--- config.mk ---
export PLATFORM = sky130hd
export DESIGN_NAME = integer_to_radix_text_flat
export DESIGN_NICKNAME = d
export VERILOG_FILES = /design/src/design/itrt_pkg.sv /design/src/design/itrt_in_if.sv /design/src/design/itrt_out_if.sv /design/src/design/itrt_ram.sv /design/src/design/itrt_divider.sv /design/src/design/integer_to_radix_text.sv /design/src/flat_wrapper.sv
export SDC_FILE = /design/constraint.sdc
export NUM_CORES = 1
export LEC_CHECK = 0
export BUFFER_PORTS_ARGS = -buffer_cell sky130_fd_sc_hd__buf_4
export CAP_MARGIN = 20
export CORE_MARGIN = 5
export CORE_UTILIZATION = 30
export DETAILED_ROUTE_END_ITERATION = 8
export PLACE_DENSITY = 0.47
export SYNTH_ARGS = -nofsm -noshare
export SYNTH_HDL_FRONTEND = slang
export SYNTH_SLANG_ARGS = --single-unit
export TNS_END_PERCENT = 100
--- constraint.sdc ---
create_clock -name clk_i -period 12.4 [get_ports clk_i]
set_input_delay 2.48 -clock clk_i [delete_from_list [all_inputs] [get_ports clk_i]]
set_output_delay 2.48 -clock clk_i [all_outputs]
set_load 0.01 [all_outputs]
--- src/design/itrt_pkg.sv ---
package itrt_pkg;

  localparam int MaxCapacity = 64;
  localparam int ValueBits   = 64;

  localparam int RadixW  = 5;
  localparam int CapW    = 7;
  localparam int CharW   = 7;
  localparam int LenW    = 6;
  localparam int DigitW  = 4;
  localparam int AddrW   = $clog2(MaxCapacity);

  // The divider retires this many quotient bits per cycle.
  localparam int StepBits = 8;
  localparam int DivSteps = (ValueBits + StepBits - 1) / StepBits;
  localparam int DivW     = DivSteps * StepBits;
  localparam int DivCntW  = $clog2(DivSteps + 1);

  localparam logic [RadixW-1:0] RadixMin = 5'd2;
  localparam logic [RadixW-1:0] RadixMax = 5'd16;
  localparam logic [RadixW-1:0] RadixBin = 5'd2;
  localparam logic [RadixW-1:0] RadixHex = 5'd16;

  localparam logic [DigitW-1:0] DigitMaxDec = 4'd9;
  localparam logic [DigitW-1:0] DigitTen    = 4'd10;

  localparam logic [CharW-1:0] CharNul  = 7'h00;
  localparam logic [CharW-1:0] CharZero = 7'h30;
  localparam logic [CharW-1:0] CharB    = 7'h62;
  localparam logic [CharW-1:0] CharX    = 7'h78;
  localparam logic [CharW-1:0] CharLowA = 7'h61;
  localparam logic [CharW-1:0] CharUpA  = 7'h41;

  typedef enum logic [2:0] {
    ST_IDLE,
    ST_REJECT,
    ST_CHECK,
    ST_DIV,
    ST_EMIT
  } itrt_state_e;

  function automatic logic [CharW-1:0] digit_char(logic [DigitW-1:0] d, logic lower);
    logic [CharW-1:0] ch;
    if (d <= DigitMaxDec) begin
      ch = CharZero + CharW'(d);
    end else begin
      ch = (lower ? CharLowA : CharUpA) + CharW'(d - DigitTen);
    end
    return ch;
  endfunction

endpackage

--- src/design/itrt_in_if.sv ---
interface itrt_in_if;
  logic                               valid;
  logic                               ready;
  logic [itrt_pkg::ValueBits-1:0]     value;
  logic [itrt_pkg::RadixW-1:0]        radix;
  logic [itrt_pkg::CapW-1:0]          capacity;
  logic                               with_prefix;
  logic                               lower_case;

  modport source (
    output valid, value, radix, capacity, with_prefix, lower_case,
    input  ready
  );
  modport sink (
    input  valid, value, radix, capacity, with_prefix, lower_case,
    output ready
  );
endinterface

--- src/design/itrt_out_if.sv ---
interface itrt_out_if;
  logic                           valid;
  logic                           ready;
  logic [itrt_pkg::CharW-1:0]     character;
  logic [itrt_pkg::LenW-1:0]      text_length;
  logic                           rejected;
  logic                           last;

  modport source (
    output valid, character, text_length, rejected, last,
    input  ready
  );
  modport sink (
    input  valid, character, text_length, rejected, last,
    output ready
  );
endinterface

--- src/design/itrt_ram.sv ---
module itrt_ram #(
  parameter int Width = 8,
  parameter int Depth = 64
) (
  input  logic                     clk_i,
  input  logic                     we_i,
  input  logic [$clog2(Depth)-1:0] waddr_i,
  input  logic [Width-1:0]         wdata_i,
  input  logic [$clog2(Depth)-1:0] raddr_i,
  output logic [Width-1:0]         rdata_o
);

  logic [Width-1:0] mem_q [Depth];
  logic [Width-1:0] rdata_q;

  always_ff @(posedge clk_i) begin
    if (we_i) begin
      mem_q[waddr_i] <= wdata_i;
    end
    rdata_q <= mem_q[raddr_i];
  end

  assign rdata_o = rdata_q;

endmodule

--- src/design/itrt_divider.sv ---
module itrt_divider (
  input  logic                              clk_i,
  input  logic                              rst_ni,
  input  logic                              start_i,
  input  logic [itrt_pkg::ValueBits-1:0]    dividend_i,
  input  logic [itrt_pkg::RadixW-1:0]       divisor_i,
  output logic                              done_o,
  output logic [itrt_pkg::ValueBits-1:0]    quotient_o,
  output logic [itrt_pkg::DigitW-1:0]       remainder_o
);

  logic                               busy_q, busy_d;
  logic                               done_q, done_d;
  logic [itrt_pkg::DivCntW-1:0]       cnt_q, cnt_d;
  logic [itrt_pkg::DivW-1:0]          work_q, work_d;
  logic [itrt_pkg::DigitW-1:0]        rem_q, rem_d;
  logic [itrt_pkg::RadixW-1:0]        divisor_q, divisor_d;

  // Restoring division: the work register shifts the dividend out at the
  // top and the quotient bits in at the bottom, StepBits bits per cycle.
  always_comb begin
    logic [itrt_pkg::DigitW-1:0] r;
    logic [itrt_pkg::DivW-1:0]   w;
    logic [itrt_pkg::RadixW-1:0] t;
    r = rem_q;
    w = work_q;
    for (int i = 0; i < itrt_pkg::StepBits; i++) begin
      t = {r, w[itrt_pkg::DivW-1]};
      w = {w[itrt_pkg::DivW-2:0], 1'b0};
      if (t >= divisor_q) begin
        t    = t - divisor_q;
        w[0] = 1'b1;
      end
      r = t[itrt_pkg::DigitW-1:0];
    end

    busy_d    = busy_q;
    done_d    = 1'b0;
    cnt_d     = cnt_q;
    work_d    = work_q;
    rem_d     = rem_q;
    divisor_d = divisor_q;
    if (start_i) begin
      busy_d    = 1'b1;
      cnt_d     = itrt_pkg::DivCntW'(itrt_pkg::DivSteps - 1);
      work_d    = itrt_pkg::DivW'(dividend_i);
      rem_d     = '0;
      divisor_d = divisor_i;
    end else if (busy_q) begin
      work_d = w;
      rem_d  = r;
      if (cnt_q == '0) begin
        busy_d = 1'b0;
        done_d = 1'b1;
      end else begin
        cnt_d = cnt_q - 1'b1;
      end
    end
  end

  always_ff @(posedge clk_i or negedge rst_ni) begin
    if (!rst_ni) begin
      busy_q <= 1'b0;
      done_q <= 1'b0;
      cnt_q  <= '0;
    end else begin
      busy_q <= busy_d;
      done_q <= done_d;
      cnt_q  <= cnt_d;
    end
  end

  always_ff @(posedge clk_i) begin
    work_q    <= work_d;
    rem_q     <= rem_d;
    divisor_q <= divisor_d;
  end

  assign done_o      = done_q;
  assign quotient_o  = work_q[itrt_pkg::ValueBits-1:0];
  assign remainder_o = rem_q;

endmodule

--- src/design/integer_to_radix_text.sv ---
// Unsigned integer to ASCII text in base 2 to 16.
// The input channel in_i takes one conversion request: value, radix,
// capacity (terminator included), with_prefix and lower_case. The output
// channel out_o returns the text one character per transfer, most
// significant digit first, then a NUL terminator with last set. Every
// transfer of a run carries the final text_length. A bad radix or a zero
// capacity gives one transfer with rejected and last set.
// Digits are produced low order first by an iterative divider that
// retires 8 quotient bits a cycle, and the digits wait in a small RAM
// until the length is known. Emission then runs one character per
// cycle while out_o is not stalled. in_i is ready only when no item is
// in work; the final character may still sit in the output register then.
// A stall on out_o holds the output register and pauses emission.
// Reset returns the sequencer to idle and drops out_o.valid.
module integer_to_radix_text (
  input  logic              clk_i,
  input  logic              rst_ni,
  itrt_in_if.sink           in_i,
  itrt_out_if.source        out_o
);

  itrt_pkg::itrt_state_e                state_q, state_d;
  logic [itrt_pkg::ValueBits-1:0]       val_q, val_d;
  logic [itrt_pkg::RadixW-1:0]          radix_q, radix_d;
  logic [itrt_pkg::CapW-1:0]            cap_q, cap_d;
  logic                                 pfx_q, pfx_d;
  logic                                 lower_q, lower_d;
  logic                                 zero_q, zero_d;
  logic [itrt_pkg::AddrW-1:0]           nd_q, nd_d;
  logic [itrt_pkg::AddrW-1:0]           dig_ptr_q, dig_ptr_d;
  logic [itrt_pkg::LenW-1:0]            len_q, len_d;
  logic [itrt_pkg::LenW-1:0]            ci_q, ci_d;

  logic                                 out_valid_q, out_valid_d;
  logic [itrt_pkg::CharW-1:0]           out_char_q, out_char_d;
  logic [itrt_pkg::LenW-1:0]            out_len_q, out_len_d;
  logic                                 out_rej_q, out_rej_d;
  logic                                 out_last_q, out_last_d;

  logic                                 div_start;
  logic                                 div_done;
  logic [itrt_pkg::ValueBits-1:0]       div_quo;
  logic [itrt_pkg::DigitW-1:0]          div_rem;
  logic                                 ram_we;
  logic [itrt_pkg::DigitW-1:0]          ram_rdata;

  logic                                 in_accept;
  logic                                 slot_free;
  logic [1:0]                           pfx_len;
  logic [itrt_pkg::CapW-1:0]            used_chars;

  assign in_accept = in_i.valid && in_i.ready;
  assign slot_free = !out_valid_q || out_o.ready;
  assign pfx_len   = {pfx_q, 1'b0};
  assign used_chars = itrt_pkg::CapW'(pfx_len) + itrt_pkg::CapW'(nd_q);

  always_comb begin
    state_d     = state_q;
    val_d       = val_q;
    radix_d     = radix_q;
    cap_d       = cap_q;
    pfx_d       = pfx_q;
    lower_d     = lower_q;
    zero_d      = zero_q;
    nd_d        = nd_q;
    dig_ptr_d   = dig_ptr_q;
    len_d       = len_q;
    ci_d        = ci_q;
    out_valid_d = out_valid_q && !out_o.ready;
    out_char_d  = out_char_q;
    out_len_d   = out_len_q;
    out_rej_d   = out_rej_q;
    out_last_d  = out_last_q;
    div_start   = 1'b0;
    ram_we      = 1'b0;

    case (state_q)
      itrt_pkg::ST_IDLE: begin
        if (in_accept) begin
          val_d   = in_i.value;
          radix_d = in_i.radix;
          cap_d   = (in_i.capacity > itrt_pkg::CapW'(itrt_pkg::MaxCapacity)) ?
                    itrt_pkg::CapW'(itrt_pkg::MaxCapacity) : in_i.capacity;
          pfx_d   = in_i.with_prefix &&
                    (in_i.radix == itrt_pkg::RadixBin || in_i.radix == itrt_pkg::RadixHex);
          lower_d = in_i.lower_case;
          // A zero value always gives one '0' digit, without division.
          zero_d  = (in_i.value == '0);
          nd_d    = (in_i.value == '0) ? itrt_pkg::AddrW'(1) : '0;
          if (!(in_i.radix inside {[itrt_pkg::RadixMin:itrt_pkg::RadixMax]}) ||
              in_i.capacity == '0) begin
            state_d = itrt_pkg::ST_REJECT;
          end else begin
            state_d = itrt_pkg::ST_CHECK;
          end
        end
      end

      itrt_pkg::ST_REJECT: begin
        if (slot_free) begin
          out_valid_d = 1'b1;
          out_char_d  = itrt_pkg::CharNul;
          out_len_d   = '0;
          out_rej_d   = 1'b1;
          out_last_d  = 1'b1;
          state_d     = itrt_pkg::ST_IDLE;
        end
      end

      itrt_pkg::ST_CHECK: begin
        if (!zero_q && val_q != '0 && (used_chars + 1'b1) < cap_q) begin
          div_start = 1'b1;
          state_d   = itrt_pkg::ST_DIV;
        end else begin
          len_d     = itrt_pkg::LenW'(used_chars);
          dig_ptr_d = nd_q - 1'b1;
          ci_d      = '0;
          state_d   = itrt_pkg::ST_EMIT;
        end
      end

      itrt_pkg::ST_DIV: begin
        if (div_done) begin
          ram_we  = 1'b1;
          val_d   = div_quo;
          nd_d    = nd_q + 1'b1;
          state_d = itrt_pkg::ST_CHECK;
        end
      end

      itrt_pkg::ST_EMIT: begin
        if (slot_free) begin
          out_valid_d = 1'b1;
          out_len_d   = len_q;
          out_rej_d   = 1'b0;
          out_last_d  = 1'b0;
          ci_d        = ci_q + 1'b1;
          if (ci_q < itrt_pkg::LenW'(pfx_len)) begin
            if (ci_q == '0) begin
              out_char_d = itrt_pkg::CharZero;
            end else begin
              out_char_d = (radix_q == itrt_pkg::RadixBin) ? itrt_pkg::CharB : itrt_pkg::CharX;
            end
          end else if (ci_q < len_q) begin
            out_char_d = zero_q ? itrt_pkg::CharZero : itrt_pkg::digit_char(ram_rdata, lower_q);
            dig_ptr_d  = dig_ptr_q - 1'b1;
          end else begin
            out_char_d = itrt_pkg::CharNul;
            out_last_d = 1'b1;
            state_d    = itrt_pkg::ST_IDLE;
          end
        end
      end

      default: begin
        state_d = itrt_pkg::ST_IDLE;
      end
    endcase
  end

  always_ff @(posedge clk_i or negedge rst_ni) begin
    if (!rst_ni) begin
      state_q     <= itrt_pkg::ST_IDLE;
      out_valid_q <= 1'b0;
      radix_q     <= '0;
      cap_q       <= '0;
      pfx_q       <= 1'b0;
      lower_q     <= 1'b0;
      zero_q      <= 1'b0;
      nd_q        <= '0;
      dig_ptr_q   <= '0;
      len_q       <= '0;
      ci_q        <= '0;
    end else begin
      state_q     <= state_d;
      out_valid_q <= out_valid_d;
      radix_q     <= radix_d;
      cap_q       <= cap_d;
      pfx_q       <= pfx_d;
      lower_q     <= lower_d;
      zero_q      <= zero_d;
      nd_q        <= nd_d;
      dig_ptr_q   <= dig_ptr_d;
      len_q       <= len_d;
      ci_q        <= ci_d;
    end
  end

  always_ff @(posedge clk_i) begin
    val_q      <= val_d;
    out_char_q <= out_char_d;
    out_len_q  <= out_len_d;
    out_rej_q  <= out_rej_d;
    out_last_q <= out_last_d;
  end

  itrt_divider u_divider (
    .clk_i       (clk_i),
    .rst_ni      (rst_ni),
    .start_i     (div_start),
    .dividend_i  (val_q),
    .divisor_i   (radix_q),
    .done_o      (div_done),
    .quotient_o  (div_quo),
    .remainder_o (div_rem)
  );

  // The read address follows the next digit pointer, so the registered
  // read data always holds the digit that the pointer names.
  itrt_ram #(
    .Width (itrt_pkg::DigitW),
    .Depth (itrt_pkg::MaxCapacity)
  ) u_digit_ram (
    .clk_i   (clk_i),
    .we_i    (ram_we),
    .waddr_i (nd_q),
    .wdata_i (div_rem),
    .raddr_i (dig_ptr_d),
    .rdata_o (ram_rdata)
  );

  assign in_i.ready        = (state_q == itrt_pkg::ST_IDLE);
  assign out_o.valid       = out_valid_q;
  assign out_o.character   = out_char_q;
  assign out_o.text_length = out_len_q;
  assign out_o.rejected    = out_rej_q;
  assign out_o.last        = out_last_q;

endmodule

--- src/flat_wrapper.sv ---
// flat-port wrapper written by rule: the top's interface ports become plain ports
module integer_to_radix_text_flat 
  (clk_i, rst_ni, in_i_valid, in_i_value, in_i_radix, in_i_capacity, in_i_with_prefix, in_i_lower_case, in_i_ready, out_o_valid, out_o_character, out_o_text_length, out_o_rejected, out_o_last, out_o_ready);
  itrt_in_if in_i_i ();
  itrt_out_if out_o_i ();
  input  logic clk_i;
  input  logic rst_ni;
  input wire logic [$bits(in_i_i.valid)-1:0] in_i_valid;
  input wire logic [$bits(in_i_i.value)-1:0] in_i_value;
  input wire logic [$bits(in_i_i.radix)-1:0] in_i_radix;
  input wire logic [$bits(in_i_i.capacity)-1:0] in_i_capacity;
  input wire logic [$bits(in_i_i.with_prefix)-1:0] in_i_with_prefix;
  input wire logic [$bits(in_i_i.lower_case)-1:0] in_i_lower_case;
  output wire logic [$bits(in_i_i.ready)-1:0] in_i_ready;
  output wire logic [$bits(out_o_i.valid)-1:0] out_o_valid;
  output wire logic [$bits(out_o_i.character)-1:0] out_o_character;
  output wire logic [$bits(out_o_i.text_length)-1:0] out_o_text_length;
  output wire logic [$bits(out_o_i.rejected)-1:0] out_o_rejected;
  output wire logic [$bits(out_o_i.last)-1:0] out_o_last;
  input wire logic [$bits(out_o_i.ready)-1:0] out_o_ready;
  assign in_i_i.valid = in_i_valid;
  assign in_i_i.value = in_i_value;
  assign in_i_i.radix = in_i_radix;
  assign in_i_i.capacity = in_i_capacity;
  assign in_i_i.with_prefix = in_i_with_prefix;
  assign in_i_i.lower_case = in_i_lower_case;
  assign in_i_ready = in_i_i.ready;
  assign out_o_valid = out_o_i.valid;
  assign out_o_character = out_o_i.character;
  assign out_o_text_length = out_o_i.text_length;
  assign out_o_rejected = out_o_i.rejected;
  assign out_o_last = out_o_i.last;
  assign out_o_i.ready = out_o_ready;
  integer_to_radix_text u_core (.clk_i(clk_i), .rst_ni(rst_ni), .in_i(in_i_i), .out_o(out_o_i));
endmodule
==> out/metrics.cfg <==
[grt]
grt_max_degree=75
grt_pass1_wl_mm=89.47
grt_overflow=0
grtUsageTotal_pct=14.61
first_global_vias=14700
antenna_found_initial=0

[critical_path]
r2r_end=u_core.u_divider.remainder_o[2]
crit_buf_inv=7
worstSetupEndpoint=u_core.u_divider.remainder_o[2]
cpMaxStageDelayCell=edfxtp_1
slowest_delay_ns=0.40
crit_type=register to register
rrSetupSlack_ns=0.67
rr_startpoint=u_core.u_divider.divisor_q[1]
worst-path-stages=70
start_kind=register
path_max_fanout=8
worstPathRequired_ns=12.90
reg2reg_depth=70
cpMostUsedCell=o21ai_1
worstSetupStartpoint=u_core.u_divider.divisor_q[1]
worst_ep_arrival_time_ns=12.23
endpoint_kind=register
path_delay_family=compound AO/OA/AOI/OAI gates

[cts]
cts_tree=built
clkTransAtPathRegs_ns=0.06
cts_sinks=461
htree_levels=2
ctsLongestPathBuffers=3
cts_hold_buf=0
root_buffer=clkbuf_16
cts_buffers=51
clk_latency_ns=0.62

[synthesis]
synthAdderAreaFrac_pct=4.532
ys_seq_elements=461
synth_compound_area_share_pct=5.967
ys_warn_count=0
synth_seq_area_share_pct=61.52
synth_ff_type=edfxtp_1
ys_async_sr_fraction_pct=10.63
synth-xor-area-share_pct=1.714
synth_top_area_share_pct=55.21
synth_nets=1913
synth.cell_area_sq_um=21970
synthCells=1757
yosys.area.top_type=edfxtp_1
yosys.area_share.simple_pct=13.68
synth_top_family_by_area=simple AND/OR/NAND/NOR gates
yosys.cell_types.count=81
avgSynthCellArea_sq_um=12.51
synth-edff-count=404
synth.mux.area_fraction_pct=9.919
synth.top_cells.by_area=edfxtp_1 55%, dfrtp_1 5.6%, mux2i_1 5.1%, mux2_2 4.8%, nand2_1 4.4%

[sta]
worst_pin_slew_ns=1.116
clock-skew-final_ns=0.06044
min_period_over_period_pct=94.57
slew_headroom_pct=24.95
setup_violations=0
tns_ns=0
drv_slew=0
fmax_mhz=85.28
post-route-min-period_ns=11.73
hold_viol=0
fin_ws_ns=0.6738

[routing]
route.vias.total=14170
drc=0
viasPerCell=4.950
initialDrtViolationCount=839
firstDrtPassIters=5
antenna_left=0
drt_wl_total_mm=59.05
wl_per_cell_microns=20.63

[floorplan]
die_area_sq_um=78760
die_w_microns=280.6
initial_core_util_pct=30.17
ios=99
coreArea_sq_um=72830
row_count=99
die_y_microns=280.6

[finish]
finalInstanceArea_sq_um=25730
final_core_util_pct=35.32
num_antenna_cells=0
drive_gt1_share_pct=18.75
syn_to_final_growth_pct=17.08
final_net_count=2021

[placement]
post-place-ws_ns=-0.07886
postPlaceCellArea_sq_um=23780
port_buffers=98
place_hpwl_mm=40.09
gp_congestion=0.8029

[run_status]
status=finished clean

[min_path]
hold_path_class=register to register

[run]
drv_cap=0

## Yosys cell counts (all sizes together) (7+ instances only)
cell type / count
a211oi: 10
a21o: 11
a21oi: 18
a221oi: 9
a22oi: 7
and3: 12
buf: 28
clkbuf: 53
dfrtp: 49
dfxtp: 8
edfxtp: 404
fa: 8
ha: 66
inv: 61
mux2: 94
mux2i: 112
nand2: 257
nand2b: 18
nand3: 40
nand3b: 12
nand4: 17
nor2: 137
nor2b: 10
nor3: 56
nor4: 44
o211ai: 11
o21ai: 63
o22ai: 7
or2: 9
or3: 8
xnor2: 28
xor2: 15
## kinds of logic (layout without fill, tap and decap cells)
| family | count (synthesis) | after routing |
|---|---|---|
| compound gates | 188 | 188 |
| simple gates | 642 | 642 |
| mux | 206 | 206 |
| buf+inv | 142 | 289 |
| fa+ha+maj | 75 | 75 |
| flops | 461 | 461 |
| xor+xnor | 43 | 43 |
## per-stage QoR
step	hold slack, ns	cells
2_1_floorplan	0.4379	1757
3_3_place_gp	0.4577	2757
3_5_place_dp	0.4638	2758
4_1_cts	0.4726	2850
5_1_grt	0.4991	2863
6_report	0.4656	2863
## timing repair
item                                   CTS  global route
setup endpoints to repair                4             5
pin swaps                                0             9
setup buffers                            0            13
gates resized for setup                  1            34
endpoints found under the hold margin    0             0
## state kept, by name (all words and copies together) (netlist names), 7 cells and up
| name | cells |
|---|---|
| u_core.out_o.character | 7 |
| u_core.val_q | 64 |
| u_core.cap_q | 7 |
| u_core.u_divider.quotient_o | 64 |
| u_core.u_digit_ram.mem_q | 256 |
## cell type report
class                           instances  area (sq um)
Multi-Input combinational cell       1154          7991
Fill cell                            7196         47110
Clock buffer                           54          1287
Tap cell                              959          1200
Sequential cell                       461         13520
Timing Repair Buffer                  136          1041
Clock inverter                         38         454.2
Inverter                               61         231.5
## placed cells by master, fill, tap and decap left out, types with 9 or more instances in the layout
master / count
mux2_2: 88
nand2b_1: 18
o211ai_1: 11
xor2_1: 15
o21ai_0: 47
ha_1: 64
dfrtp_1: 49
nand4_1: 17
o21ai_1: 14
and3_1: 12
buf_4: 135
nand3_1: 39
nor2_1: 134
inv_1: 55
xnor2_1: 28
a21oi_1: 17
mux2i_1: 111
nor4_1: 43
nor2b_1: 10
a211oi_1: 9
nand3b_1: 12
edfxtp_1: 404
nand2_1: 255
nor3_1: 56
clkbuf_16: 51
clkinv_2: 12
## how the worst min path moves through the flow
stage	startpoint	end	depth (start not counted)
floorplan	u_core.radix_q[3]	u_core.u_divider.divisor_q[3]	0
global placement	u_core.u_divider.done_o	u_core.state_q[1]	1
detailed placement	u_core.u_divider.done_o	u_core.state_q[1]	1
CTS	u_core.u_divider.done_o	u_core.state_q[1]	1
global route	u_core.u_divider.done_o	u_core.state_q[1]	1
finish	u_core.u_divider.done_o	u_core.state_q[1]	1
## routing by layer
layer,routed length (microns),global-route usage [%],up-vias
met5,0,0,-
met4,1772,4.922,0
met3,2396,2.205,86
met2,27740,23.85,285
met1,27140,20.04,7093
li1,-,-,6709
Power is not shown: default switching activity piles up to over one toggle a cycle in this logic, so the estimate is an artifact.
